`src/rtl/core/pbeq_pkg.sv`:
```
// ----------------------------------------------------------------------------
// pbeq_pkg
// Shared constants, types and helper functions of the peaking biquad EQ.
// ----------------------------------------------------------------------------
package pbeq_pkg;

   localparam int NUM_BANDS_DEF = 7;
   localparam int SAMPLE_BITS   = 24;
   localparam int COEFF_BITS    = 32;
   localparam int NUM_TAPS      = 5;
   localparam int SFRAC         = SAMPLE_BITS - 1;
   localparam int CFRAC         = COEFF_BITS - 4;
   localparam int IFRAC         = SFRAC - 5;
   localparam int XW            = SFRAC + 6;       // Q5.23 working width
   localparam int ROM_LEN       = 257;
   localparam int BAND_W        = 5;               // holds band counts up to 31
   localparam int TAP_W         = 3;
   localparam int GAIN_BITS     = 16;
   localparam int CSR_DW        = 16;
   localparam int ACC_W         = 64;
   localparam logic [XW-1:0] KNEE = XW'((95 * (64'd1 << SFRAC)) / 100);

   // action codes
   localparam logic ACT_SAMPLE = 1'b0;
   localparam logic ACT_COEFF  = 1'b1;

   // register indexes
   localparam logic CSR_PREAMP      = 1'b0;
   localparam logic CSR_BAND_ACTIVE = 1'b1;

   // tap codes
   localparam logic [TAP_W-1:0] TAP_B0 = 3'd0;
   localparam logic [TAP_W-1:0] TAP_B1 = 3'd1;
   localparam logic [TAP_W-1:0] TAP_B2 = 3'd2;
   localparam logic [TAP_W-1:0] TAP_A1 = 3'd3;
   localparam logic [TAP_W-1:0] TAP_A2 = 3'd4;
   localparam logic [TAP_W-1:0] TAP_LAST_DRAIN = 3'd6;

   typedef struct packed {
      logic              capture;
      logic              coef_wr;
      logic              pre_mul;
      logic              pre_sat;
      logic              acc_clear;
      logic              mac_issue;
      logic [TAP_W-1:0]  tap;
      logic [BAND_W-1:0] band;
      logic              hist_upd;
      logic              clip1;
      logic              clip2;
      logic              out_load;
   } ctrl_cmd_type;

   typedef struct packed {
      logic band_on;
      logic out_free;
   } dp_status_type;

   typedef logic [ROM_LEN-1:0][SFRAC-1:0] clip_rom_type;

   // saturate a wide value to Q5.23
   function automatic logic signed [XW-1:0] sat_x(input logic signed [ACC_W-1:0] v);
      logic signed [ACC_W-1:0] hi;
      logic signed [ACC_W-1:0] lo;
      hi = (ACC_W'(1) <<< (XW - 1)) - 1;
      lo = -hi - 1;
      if (v > hi) begin
         return XW'(hi);
      end else if (v < lo) begin
         return XW'(lo);
      end
      return XW'(v);
   endfunction

   // 1-exp(-3i/32) table, evaluated at elaboration only
   function automatic clip_rom_type build_clip_rom();
      clip_rom_type rom;
      logic [127:0] y;
      logic [127:0] n;
      logic [127:0] r;
      logic [127:0] term;
      logic [127:0] sum;
      logic [127:0] v;
      logic [127:0] c;
      logic [127:0] maxv;
      maxv = (128'd1 << SFRAC) - 1;
      for (int i = 0; i < ROM_LEN; i++) begin
         y    = 128'(3 * i) << 27;
         n    = y >> 32;
         r    = y & 128'hFFFF_FFFF;
         term = 128'd1 << 32;
         sum  = 128'd1 << 32;
         for (int k = 1; k <= 14; k++) begin
            term = ((term * r) >> 32) / 128'(k);
            if (k % 2 == 1) begin
               sum = sum - term;
            end else begin
               sum = sum + term;
            end
         end
         v = sum;
         if (v > (128'd1 << 32)) begin
            v = 128'd1 << 32;
         end
         for (int j = 0; j < 32; j++) begin
            if (128'(j) < n) begin
               v = (v * 128'd1580030169) >> 32;
            end
         end
         c = ((128'd1 << 32) - v + (128'd1 << (31 - SFRAC))) >> (32 - SFRAC);
         rom[i] = SFRAC'((c > maxv) ? maxv : c);
      end
      return rom;
   endfunction

   localparam clip_rom_type CLIP_ROM = build_clip_rom();

endpackage

```
`src/rtl/core/pbeq_ctrl.sv`:
```
// ----------------------------------------------------------------------------
// pbeq_ctrl
// Sequencer: preamp, per-band MAC passes, soft clip and output load.
// ----------------------------------------------------------------------------
module pbeq_ctrl #(
   parameter int NUM_BANDS = pbeq_pkg::NUM_BANDS_DEF
) (
   input  logic                    clock,
   input  logic                    reset,
   input  logic                    req_valid,
   input  logic                    req_action,
   output logic                    req_ready,
   input  pbeq_pkg::dp_status_type status,
   output pbeq_pkg::ctrl_cmd_type  cmd
);
   import pbeq_pkg::*;

   localparam logic [3:0] S_IDLE  = 4'd0;
   localparam logic [3:0] S_PRE   = 4'd1;
   localparam logic [3:0] S_SAT   = 4'd2;
   localparam logic [3:0] S_BAND  = 4'd3;
   localparam logic [3:0] S_MAC   = 4'd4;
   localparam logic [3:0] S_UPD   = 4'd5;
   localparam logic [3:0] S_CLIP1 = 4'd6;
   localparam logic [3:0] S_CLIP2 = 4'd7;
   localparam logic [3:0] S_OUT   = 4'd8;

   logic [3:0]        state_ff, state_in;
   logic [BAND_W-1:0] band_ff, band_in;
   logic [TAP_W-1:0]  tap_ff, tap_in;

   assign req_ready = (state_ff == S_IDLE);

   always_comb begin
      state_in = state_ff;
      band_in  = band_ff;
      tap_in   = tap_ff;
      cmd      = '0;
      cmd.band = band_ff;
      cmd.tap  = tap_ff;
      case (state_ff)
         S_IDLE: begin
            if (req_valid) begin
               if (req_action == ACT_COEFF) begin
                  cmd.coef_wr = 1'b1;
               end else begin
                  cmd.capture = 1'b1;
                  state_in    = S_PRE;
               end
            end
         end
         S_PRE: begin
            cmd.pre_mul = 1'b1;
            state_in    = S_SAT;
         end
         S_SAT: begin
            cmd.pre_sat = 1'b1;
            band_in     = '0;
            state_in    = S_BAND;
         end
         S_BAND: begin
            if (band_ff == BAND_W'(NUM_BANDS)) begin
               state_in = S_CLIP1;
            end else if (status.band_on) begin
               cmd.acc_clear = 1'b1;
               tap_in        = TAP_B0;
               state_in      = S_MAC;
            end else begin
               band_in = band_ff + 1'b1;
            end
         end
         S_MAC: begin
            // five taps issued, then the drain taps let the last product and accumulate finish
            cmd.mac_issue = (tap_ff <= TAP_A2);
            tap_in        = tap_ff + 1'b1;
            if (tap_ff == TAP_LAST_DRAIN) begin
               state_in = S_UPD;
            end
         end
         S_UPD: begin
            cmd.hist_upd = 1'b1;
            band_in      = band_ff + 1'b1;
            state_in     = S_BAND;
         end
         S_CLIP1: begin
            cmd.clip1 = 1'b1;
            state_in  = S_CLIP2;
         end
         S_CLIP2: begin
            cmd.clip2 = 1'b1;
            state_in  = S_OUT;
         end
         S_OUT: begin
            if (status.out_free) begin
               cmd.out_load = 1'b1;
               state_in     = S_IDLE;
            end
         end
         default: begin
            state_in = S_IDLE;
         end
      endcase
   end

   always_ff @(posedge clock) begin
      if (reset) begin
         state_ff <= S_IDLE;
         band_ff  <= '0;
         tap_ff   <= '0;
      end else begin
         state_ff <= state_in;
         band_ff  <= band_in;
         tap_ff   <= tap_in;
      end
   end

endmodule

```
`config.mk`:
```
export PLATFORM = sky130hd
export DESIGN_NAME = pbeq_ctrl
export DESIGN_NICKNAME = d
export VERILOG_FILES = /design/src/rtl/core/pbeq_pkg.sv /design/src/rtl/core/pbeq_ctrl.sv
export SDC_FILE = /design/constraint.sdc
export NUM_CORES = 1
export LEC_CHECK = 0
export BUFFER_PORTS_ARGS = -buffer_cell sky130_fd_sc_hd__buf_2
export CORE_AREA = 2 2 42 44
export DETAILED_ROUTE_END_ITERATION = 16
export DIE_AREA = 0 0 44 46
export GPL_TIMING_DRIVEN = 1
export PLACE_DENSITY = 0.88
export SKIP_CTS_REPAIR_TIMING = 1
export SYNTH_ARGS = -nofsm -noshare
export SYNTH_HDL_FRONTEND = slang
export SYNTH_SLANG_ARGS = --single-unit
```
`constraint.sdc`:
```
create_clock -name clock -period 2.8 [get_ports clock]
set_input_delay 0.14 -clock clock [delete_from_list [all_inputs] [get_ports clock]]
set_output_delay 0.14 -clock clock [all_outputs]
set_load 0.02 [all_outputs]
```
After elaboration in Yosys (flattened, before gate mapping)
Index checks and enable logic that the tools add are counted.

word-level totals
  output and inout port bits = 19
  input port bits = 6
  bits in registers = 12
  word-level logic and storage cells = 59

operators by class
  equal/unequal tests = 18
  multiplexer cells = 28
  add/subtract/negate cells = 2
  $lt $le $gt $ge = 1
  reduce and logical (&&, ||, !) cells = 7

operators with widths
  operator                                       number
  case mux 4 bit (8 select lines)                1
  2-to-1 mux 4 bit                               6
  == test 4 x 3 -> 1 bit, second input constant  4
  case mux 5 bit (3 select lines)                1
  != test 2 bit, second input constant           7
  2-to-1 mux 1 bit                               13
  2-to-1 mux 5 bit                               2
  == test 4 x 2 -> 1 bit, second input constant  2
  2-to-1 mux 3 bit                               2
  case mux 3 bit (2 select lines)                1
  AND reduction 3 bit                            2
  adder 5 x 1 -> 5 bit, second input constant    1
  == test 5 x 3 -> 1 bit, second input constant  1
  AND reduction 5 bit                            1
  == test 4 x 1 -> 1 bit, second input constant  1
  == test 4 bit, second input constant           1
  zero test 4 bit                                1
  2-to-1 mux 2 bit                               2
  adder 3 x 1 -> 3 bit, second input constant    1
  == test 3 bit, second input constant           1
  <= comparator 3 bit, second input constant     1
  != test 3 bit, second input constant           1
  nonzero test 3 bit                             1
  nonzero test 2 bit                             1
  OR reduction 2 bit                             1

Logic depth before layout (Yosys ltp)
Gate-level depths: netlist of the first run.

  depth after elaboration = 4
  mapped depth = 6
  mapped depth without buffers = 6

Least setup slack after synthesis of the first run
No wires, ideal clock.

  path type = register to output
  start point = reg state_ff[0]
  end point = out cmd[17] in the netlist's numbering
  data arrival time = 1.750 ns
  data required time = 2.660 ns
  path buffers = 1
  path slack = 0.910 ns
  cell stages (with the launch flop) = 4
  cell sequence = dfxtp_1 -> clkbuf_1 -> nor4_1 -> and3b_1

RTL lines
  item                      line              source
  start: declaration        pbeq_ctrl.sv:28   logic [3:0] state_ff, state_in;
  start signal: assignment  pbeq_ctrl.sv:111  state_ff <= state_in;
  end: declaration          pbeq_ctrl.sv:14   output pbeq_pkg::ctrl_cmd_type cmd

==> results of run 1 <==
==> metal layers <==
layer  vias to the layer above  routed length [um]
met5                         -                   0
met4                         0                  44
met3                         4                  43
met2                        14                 906
met1                       386                 758
li1                        389                   -
==> through the flow <==
step | utilization (%) | cells | setup slack [ns]
2_1_floorplan | - | 95 | 0.910
3_3_place_gp | 56.1 | 131 | 1.03
3_5_place_dp | 56.1 | 131 | 0.901
4_1_cts | 58.4 | 135 | 0.572
5_1_grt | 58.4 | 135 | 0.286
6_report | 58.4 | 135 | 0.586
==> kinds of logic (layout without fill, tap and decap cells) <==
logic type / count (synthesis) / in the layout / synth area share, %
XOR/XNOR: 4 / 4 / 4.41
AND/OR/NAND/NOR: 40 / 40 / 34.8
AO/OA/AOI/OAI: 24 / 24 / 17.6
buffers and inverters: 11 / 34 / 6.61
flip-flops: 12 / 12 / 30.2
adder cells (fa/ha/maj): 4 / 4 / 6.30
==> placed cells by master, fill, tap and decap left out, types with 2 or more instances in the layout <==
master and count:
a21oi_1 12, and3_1 3, buf_2 24, clkbuf_4 3, dfxtp_1 12, ha_1 4
inv_1 6, nand2_1 6, nand3_1 2, nor2_1 5, nor3_1 4, nor4b_1 2
o21ai_0 6, or2_2 2, or3_1 4, xor2_1 3
==> synth_stat cells, types with 2 or more instances <==
| master | number |
|---|---|
| inv_1 | 6 |
| or2_2 | 2 |
| nor3_1 | 4 |
| clkbuf_1 | 2 |
| xor2_1 | 3 |
| o21ai_0 | 6 |
| dfxtp_1 | 12 |
| nand3_1 | 2 |
| and3_1 | 3 |
| or3_1 | 4 |
| a21oi_1 | 12 |
| nor2_1 | 5 |
| ha_1 | 4 |
| nand2_1 | 6 |
| nor4b_1 | 2 |
==> state kept, by name, summed over array words and instances, names as in the netlist <==
name,flops
band_ff,5
tap_ff,3
state_ff,4
==> power groups by stage <==
stage          Sequential (W)  Clock, W  Combinational, W
2_1_floorplan        0.000191         0         0.0000748
6_report             0.000194  0.000139         0.0000939
4_1_cts              0.000194  0.000143         0.0000944
3_3_place_gp         0.000197         0         0.0000917
5_1_grt              0.000196  0.000144          0.000104
3_5_place_dp         0.000198         0         0.0000941
==> worst max-delay path, stage by stage, from the launching register on <==
cell and delay, ns:
dfxtp_1 0.62, nor4b_1 0.73, a21boi_0 0.26, buf_2 0.19
==> layout make-up <==
class	instances	area (um2)	share of cell area [%]
multi-input cells	72	502	53.3
clock buffers	4	36.3	3.85
flip-flops and latches	12	240	25.5
inverters	6	22.5	2.39
repair buffers	24	120	12.7
well taps	17	21.3	2.26
==> worst min path at each step <==
stage          cells after the start          end  slack, ns  startpoint
2_1_floorplan                      3  state_ff[0]       0.34   status[1]
3_3_place_gp                       2  state_ff[1]       0.43       reset
3_5_place_dp                       2  state_ff[0]       0.44       reset
4_1_cts                            2  state_ff[0]       0.15       reset
5_1_grt                            2  state_ff[0]       0.18       reset
6_report                           2    tap_ff[1]       0.15       reset
==> results by group, run 1 <==
Global route
  – Congestion Overflow GR: 0
  – Largest net degree at the start of global routing: 16
  – Global-route met3 utilization: 2.38%
  – Layer with the highest usage: met2
  – First-pass GRT wire length: 2.80 mm
  – GR Layer Usage met1: 22.1%
  – All-Layer GR Usage: 19.0%
  – Met2 usage: 33.5%
  – Initial antenna violation count: 0
  – Number of global-route vias before repair: 660

Place
  – IO Port Bufs: 24
  – Dpl cell area: 906 um2
  – GPL Wtd Cong: 0.730
  – Detailed placement HPWL: 1.32 mm

Power and ir drop
  – Switching Fraction: 30.4%
  – Net Sw Power: 0.000130 W
  – Cell internal pwr: 0.000297 W
  – Logic pwr share: 22.0%
  – VDD IR max: 0.000307 V
  – P per Cell Area: 453 nW/um2
  – Clock power frac: 32.5%
  – Sequential power share: 45.5%
  – Lkg Pwr: 0.411 nW
  – Pwr Total: 0.000427 W

Synthesis
  – Yosys warns: 0
  – Syn nets: 105
  – Synth Register Bits: 12
  – Register area share after synthesis: 30.2%
  – Largest cells by area after synthesis: dfxtp_1, a21oi_1, ha_1
  – Post-synth EDFFs: 0
  – Post-Synthesis Cells: 95
  – Post-synth ARST share: 0%
  – Average cell area after synthesis: 8.36 um2
  – Synth Cell Area: 795 um2
  – Top FF cell, synth: dfxtp_1
  – Area leader, netlist: dfxtp_1
  – Netlist cell types: 37
  – Yosys top cell area share: 30.2%

Clocking
  – TritonCTS clock tree: done
  – Clock transition at path regs: 0.07 ns
  – # H-tree levels: 1
  – Sink Count: 12
  – CTS buffer count: 3
  – Root Driver: clkbuf_4
  – CTS max path bufs: 2
  – Clock Latency Late Sink: 0.28 ns

Floorplanning
  – Core ar.: 1610 um2
  – Die height: 46 um
  – # rows: 15
  – Die width: 44 um
  – Starting Density: 49.2%
  – I/O pins: 25
  – Die ar.: 2020 um2

Drt
  – # DRC: 0
  – DRT Wirelength: 1.75 mm
  – DR iter-0 viols: 14
  – Vias/cell: 5.87
  – Drt pass-1 iters: 4
  – Vias: 793
  – Routed len/inst: 13.0 um
  – Routed Antenna Nets: 0

Setup path
  – R2r startpoint: state_ff[1]
  – CP endpoint: cmd[12]
  – R2R cell count: 4
  – Critical path type: reg2out
  – Crit. End Element: primary output
  – CP arrival: 2.07 ns
  – Req. time, crit path: 2.66 ns
  – Critical R2R Capture: band_ff[1]
  – Critical Path Start: state_ff[2]
  – Startpoint Class: flip-flop
  – Crit-path max FO: 12
  – Reg2reg setup slack: 0.92 ns

Run
  – Max_cap viols: 0

Timing
  – Final Hold Viols: 0
  – Final Max Tran Viols: 0
  – Fmax: 0.452 GHz
  – Clk_skew: 0.000551 ns
  – Final hold slack: 0.152 ns
  – Max_slew headroom: 44.8%
  – Slew of the pin with the lowest slew margin: 0.816 ns
  – Setup-failing EPs final: 0
  – Tcrit/Tclk final: 79.1%
  – Final worst path period need: 2.21 ns
  – Setup TNS Final: 0 ns
  – RSZ-0062 raised after global routing: no

Status
  – Status: complete, no violations

Min path
  – Worst Hold Class: in2reg

Final layout
  – Share of cells above drive strength 1: 29.7%
  – Post-layout net count: 129
  – Fin area: 942 um2
  – Area Growth Syn to Fin: 18.6%
  – Diode count: 0
  – FILL cells: 153
Power figures use the tool's default switching activity.
==> inputs of run 2 (changes only) <==
Settings changed: CORE_AREA 2 2 42 44 to 2 2 46 48, DIE_AREA 0 0 44 46 to 0 0 48 50, PLACE_DENSITY 0.88 to 0.78.
Clock period 2.8 ns to 1.8 ns, I/O delays scaled along.
==> results by group, run 2 (synthesis results as in run 1) <==
Setup path
  – R2R cell count: 5
  – Reg2reg setup slack: 0.13 ns
  – CP arrival: 1.61 ns
  – Cell repeated most along the worst path: buf_4
  – Startpoint Class: flip-flop
  – Crit. End Element: primary output
  – Critical-path cell list: buf_4 > nor4b_2 > buf_4 > a21boi_0 > buf_2
  – Critical Path Start: state_ff[2]
  – Critical R2R Capture: tap_ff[1]
  – R2r startpoint: band_ff[0]
  – Highest-delay cell along the critical path: dfxtp_2
  – Critical path type: reg2out
  – Crit-path max FO: 8
  – Delay of the slowest critical-path stage: 0.43 ns
  – Req. time, crit path: 1.71 ns

Clocking
  – Clock transition at path regs: 0.08 ns
  – # H-tree levels: 1
  – Root Driver: clkbuf_4
  – TritonCTS clock tree: done
  – Clock Latency Late Sink: 0.28 ns
  – Sink Count: 12
  – CTS max path bufs: 2
  – CTS buffer count: 3

Min path
  – Endpoint, Worst Hold: tap_ff[1]
  – Worst Hold Class: in2reg
  – Hold path cells: 2
  – Worst hold start: reset

Floorplanning
  – Core ar.: 1900 um2
  – # rows: 16
  – Starting Density: 41.8%
  – I/O pins: 25
  – Die height: 50 um
  – Die ar.: 2400 um2
  – Die width: 48 um

Power and ir drop
  – Logic pwr share: 26.4%
  – Net Sw Power: 0.000215 W
  – Switching Fraction: 30.8%
  – P per Cell Area: 659 nW/um2
  – Lkg Pwr: 0.454 nW
  – Clock power frac: 31.6%
  – Sequential power share: 42.0%
  – VDD IR max: 0.000373 V
  – Cell internal pwr: 0.000482 W

Final layout
  – Top Registers: band_ff (5), state_ff (4), tap_ff (3)
  – Largest Register: band_ff
  – Diode count: 0
  – Fin cells: 151
  – Most common cell after layout, fill and taps aside: buf_2
  – Number of flip-flops in the largest register: 5
  – Post-layout net count: 135
  – Most frequent cells in the layout: buf_2, a21oi_1, dfxtp_1
  – Area Growth Syn to Fin: 32.9%
  – Share of cells above drive strength 1: 37.9%

Timing
  – Slew of the pin with the lowest slew margin: 0.373 ns
  – Final worst path period need: 1.70 ns
  – Final Max Tran Viols: 0
  – Max_slew headroom: 75.0%
  – Final Hold Viols: 0
  – Clk_skew: 0.00550 ns
  – Fin worst setup slack: 0.104 ns
  – RSZ-0062 raised after global routing: yes
  – Tcrit/Tclk final: 94.2%
  – Fmax: 0.590 GHz
  – Setup-failing EPs final: 0

Global route
  – Largest net degree at the start of global routing: 11
  – All-Layer GR Usage: 16.6%
  – Initial antenna violation count: 0
  – Number of global-route vias before repair: 681
  – First-pass GRT wire length: 2.88 mm
  – Congestion Overflow GR: 0

Status
  – Status: complete, no violations

Drt
  – Routed len/inst: 12.0 um
  – Vias: 776
  – Vias/cell: 5.14
  – Drt pass-1 iters: 4
  – DR iter-0 viols: 11
  – # DRC: 0
  – Routed Antenna Nets: 0
  – DRT Wirelength: 1.81 mm

Place
  – IO Port Bufs: 24
  – Worst slack at placement: 0.123 ns
  – Detailed placement HPWL: 1.36 mm
  – GPL Wtd Cong: 0.765
  – Placed Cells: 147

Run
  – Max_cap viols: 0
==> run 2: changes by cell type in the layout (fill, tap and decap cells not counted) <==
cell      change
nor4bb_4      +2
nor4bb_2      -1
nor4_2        +1
nor4_1        -1
a211oi_2      -1
nor4b_4       +1
dfxtp_2       +3
dfxtp_1       -3
buf_4         +6
nor4b_1       -1
a211oi_4      +1
nor4bb_1      -1
==> run 2: stage by stage <==
step / total power (W) / util [%] / hold WS (ns) / instance area, um2 / TNS [ns]
finish: 0.000696 / 55.5 / 0.0936 / 1060 / 0
global route: 0.000738 / 55.5 / 0.0855 / 1060 / -0.0299
CTS: 0.000688 / 53.4 / 0.0909 / 1010 / -0.0533
detailed placement: 0.000471 / 51.4 / 0.391 / 978 / 0
global placement: 0.000465 / 51.4 / 0.381 / 978 / 0
floorplan: 0.000421 / - / 0.285 / 810 / 0
==> run 2: critical path, delay by kind of cell, from the launching register on <==
family / cells / cell delay (ns)
buffers and inverters: 3 / 0.55
DFF: 1 / 0.43
and+or+nand+nor: 1 / 0.19
AOI/OAI and AO/OA: 1 / 0.16
==> run 2: layout make-up <==
class	count	area, um2
inverter	6	22.5
clock buffer	4	36.3
fill	174	846
sequential	12	244
timing repair buffer	30	165
tap	27	33.8
multi-input combinational	72	554
==> run 2: power groups by stage <==
stage               clock network, W  registers (W)  logic [W]
global route                0.000243       0.000295   0.000200
detailed placement                 0       0.000298   0.000174
global placement                   0       0.000296   0.000169
CTS                         0.000223       0.000291   0.000174
floorplan                          0       0.000299   0.000122
finish                      0.000220       0.000292   0.000184
==> run 2: worst max-delay path by stage <==
stage | slack, ns | end
after global routing | -0.03 | cmd[12]
after CTS | -0.05 | cmd[12]
after floorplan | 0.03 | cmd[12]
final | 0.10 | cmd[12]
after global placement | 0.20 | state_ff[1]
after detailed placement | 0.12 | state_ff[1]
==> run 2: layer usage <==
metal  vias to the layer above  track usage [%]  share of wire, %
met1                       359             21.5                47
met2                        13             25.1                47
li1                        400                -                 -
met4                         0             8.11               2.3
met3                         4             3.30               3.6
met5                         -                0                 0
==> inputs of run 3 (changes only) <==
Settings changed: CORE_AREA 2 2 46 48 to 2 2 44 46, DIE_AREA 0 0 48 50 to 0 0 46 48, PLACE_DENSITY 0.78 to 0.81.
Clock period 1.8 ns to 1.95 ns, I/O delays scaled along.
==> results by group, run 3 (synthesis results as in run 1) <==
Status
  – Status: complete, no violations

Setup path
  – Req. time, crit path: 1.85 ns
  – Critical-path cell list: buf_4 > nor4b_1 > buf_4 > a21boi_0 > buf_2
  – CP arrival: 1.73 ns
  – Startpoint Class: flip-flop
  – Delay of the slowest critical-path stage: 0.38 ns
  – Crit. End Element: primary output
  – Crit-path max FO: 8
  – WP depth: 5
  – Cell repeated most along the worst path: buf_4
  – Critical path type: reg2out
  – R2R cell count: 4
  – Top delay family on crit path: buffers and inverters
  – Highest-delay cell along the critical path: dfxtp_1
  – Buf+Inv Stages, Crit Path: 3

Timing
  – Fmax: 0.547 GHz
  – Final Max Tran Viols: 0
  – Fin worst setup slack: 0.120 ns
  – Tcrit/Tclk final: 93.8%
  – Final Hold Viols: 0
  – Final worst path period need: 1.83 ns
  – Slew of the pin with the lowest slew margin: 0.527 ns
  – Clk_skew: 0.00523 ns
  – RSZ-0062 raised after global routing: no
  – Setup TNS Final: 0 ns
  – Max_slew headroom: 64.8%
  – Setup-failing EPs final: 0

Floorplanning
  – # rows: 15
  – I/O pins: 25
  – Starting Density: 47.0%
  – Die height: 48 um
  – Die ar.: 2210 um2
  – Die width: 46 um
  – Core ar.: 1690 um2

Clocking
  – Clock transition at path regs: 0.07 ns
  – Root Driver: clkbuf_4
  – TritonCTS clock tree: done
  – CTS max path bufs: 2
  – # H-tree levels: 1
  – Sink Count: 12
  – CTS buffer count: 3
  – Clock Latency Late Sink: 0.27 ns

Drt
  – DR iter-0 viols: 12
  – Vias: 750
  – Routed Antenna Nets: 0
  – DRT Wirelength: 1.67 mm
  – Drt pass-1 iters: 4
  – Routed len/inst: 12.2 um
  – Vias/cell: 5.47
  – # DRC: 0

Final layout
  – Most common cell after layout, fill and taps aside: buf_2
  – Number of flip-flops in the largest register: 5
  – FILL cells: 154
  – Top Registers: band_ff (5), state_ff (4), tap_ff (3)
  – Most frequent cells in the layout: buf_2, a21oi_1, dfxtp_1
  – Multi-input logic area: 502 um2
  – Area Growth Syn to Fin: 19.8%
  – Register area: 241 um2
  – Diode count: 0
  – Post-layout net count: 132
  – Largest Register: band_ff
  – Share of cells above drive strength 1: 31.7%
  – Fin cells: 137

Power and ir drop
  – VDD IR max: 0.000291 V
  – Lkg Pwr: 0.420 nW
  – Logic pwr share: 27.2%
  – Sequential power share: 47.4%
  – Net Sw Power: 0.000176 W
  – Cell internal pwr: 0.000392 W
  – P per Cell Area: 596 nW/um2
  – Switching Fraction: 31.0%
  – Clock power frac: 25.4%

Place
  – GPL Wtd Cong: 0.751
  – Detailed placement HPWL: 1.28 mm
  – Worst slack at placement: 0.216 ns
  – IO Port Bufs: 24
  – Placed Cells: 134

Min path
  – Hold path cells: 2
  – Worst Hold Class: in2reg

Run
  – Max_cap viols: 0

Global route
  – First-pass GRT wire length: 2.54 mm
  – All-Layer GR Usage: 16.0%
  – Initial antenna violation count: 0
  – Largest net degree at the start of global routing: 16
  – Congestion Overflow GR: 0
  – Number of global-route vias before repair: 610
[run 3: cell types whose count changed in the layout (fill, tap and decap cells not counted), moves of 2 or more]
| cell | before | now |
|---|---|---|
| buf_4 | 6 | 3 |
| dfxtp_1 | 9 | 11 |
| nor4bb_4 | 2 | 0 |
| dfxtp_2 | 3 | 1 |
[run 3: path summary, 6_finish.rpt]
path / slack, ns / to / from
max: 0.12 / cmd[12] / state_ff[1]
min: 0.11 / state_ff[1] / reset
max reg2reg: 0.19 / band_ff[4] / state_ff[3]
min reg2reg: 0.50 / band_ff[1] / band_ff[1]
[run 3: metal layers]
metal	global-route usage [%]	share of wire, %
met2	26.7	49
met5	0	0
met3	6.79	4.3
met4	1.71	0
met1	19.8	47
[run 3: stage by stage]
step / util, % / hold slack (ns) / instance area (um2) / total power, W
2_1_floorplan: - / 0.293 / 795 / 0.000382
3_3_place_gp: 55.0 / 0.392 / 928 / 0.000423
3_5_place_dp: 55.0 / 0.397 / 928 / 0.000427
4_1_cts: 56.3 / 0.111 / 951 / 0.000572
5_1_grt: 56.4 / 0.118 / 952 / 0.000604
6_report: 56.4 / 0.114 / 952 / 0.000567
[run 3: area by class of cell]
type	count	area share, %
sequential	12	25.4
timing repair buffer	27	15.0
tap	17	2.23
clock buffer	3	2.37
multi-input combinational	72	52.7
inverter	6	2.37
[run 3: power groups by stage]
| stage | registers [W] | clock network, W | logic [W] |
|---|---|---|---|
| 6_report | 0.000269 | 0.000144 | 0.000154 |
| 4_1_cts | 0.000269 | 0.000149 | 0.000154 |
| 3_3_place_gp | 0.000274 | 0 | 0.000149 |
| 5_1_grt | 0.000272 | 0.000161 | 0.000171 |
| 2_1_floorplan | 0.000275 | 0 | 0.000107 |
| 3_5_place_dp | 0.000275 | 0 | 0.000153 |
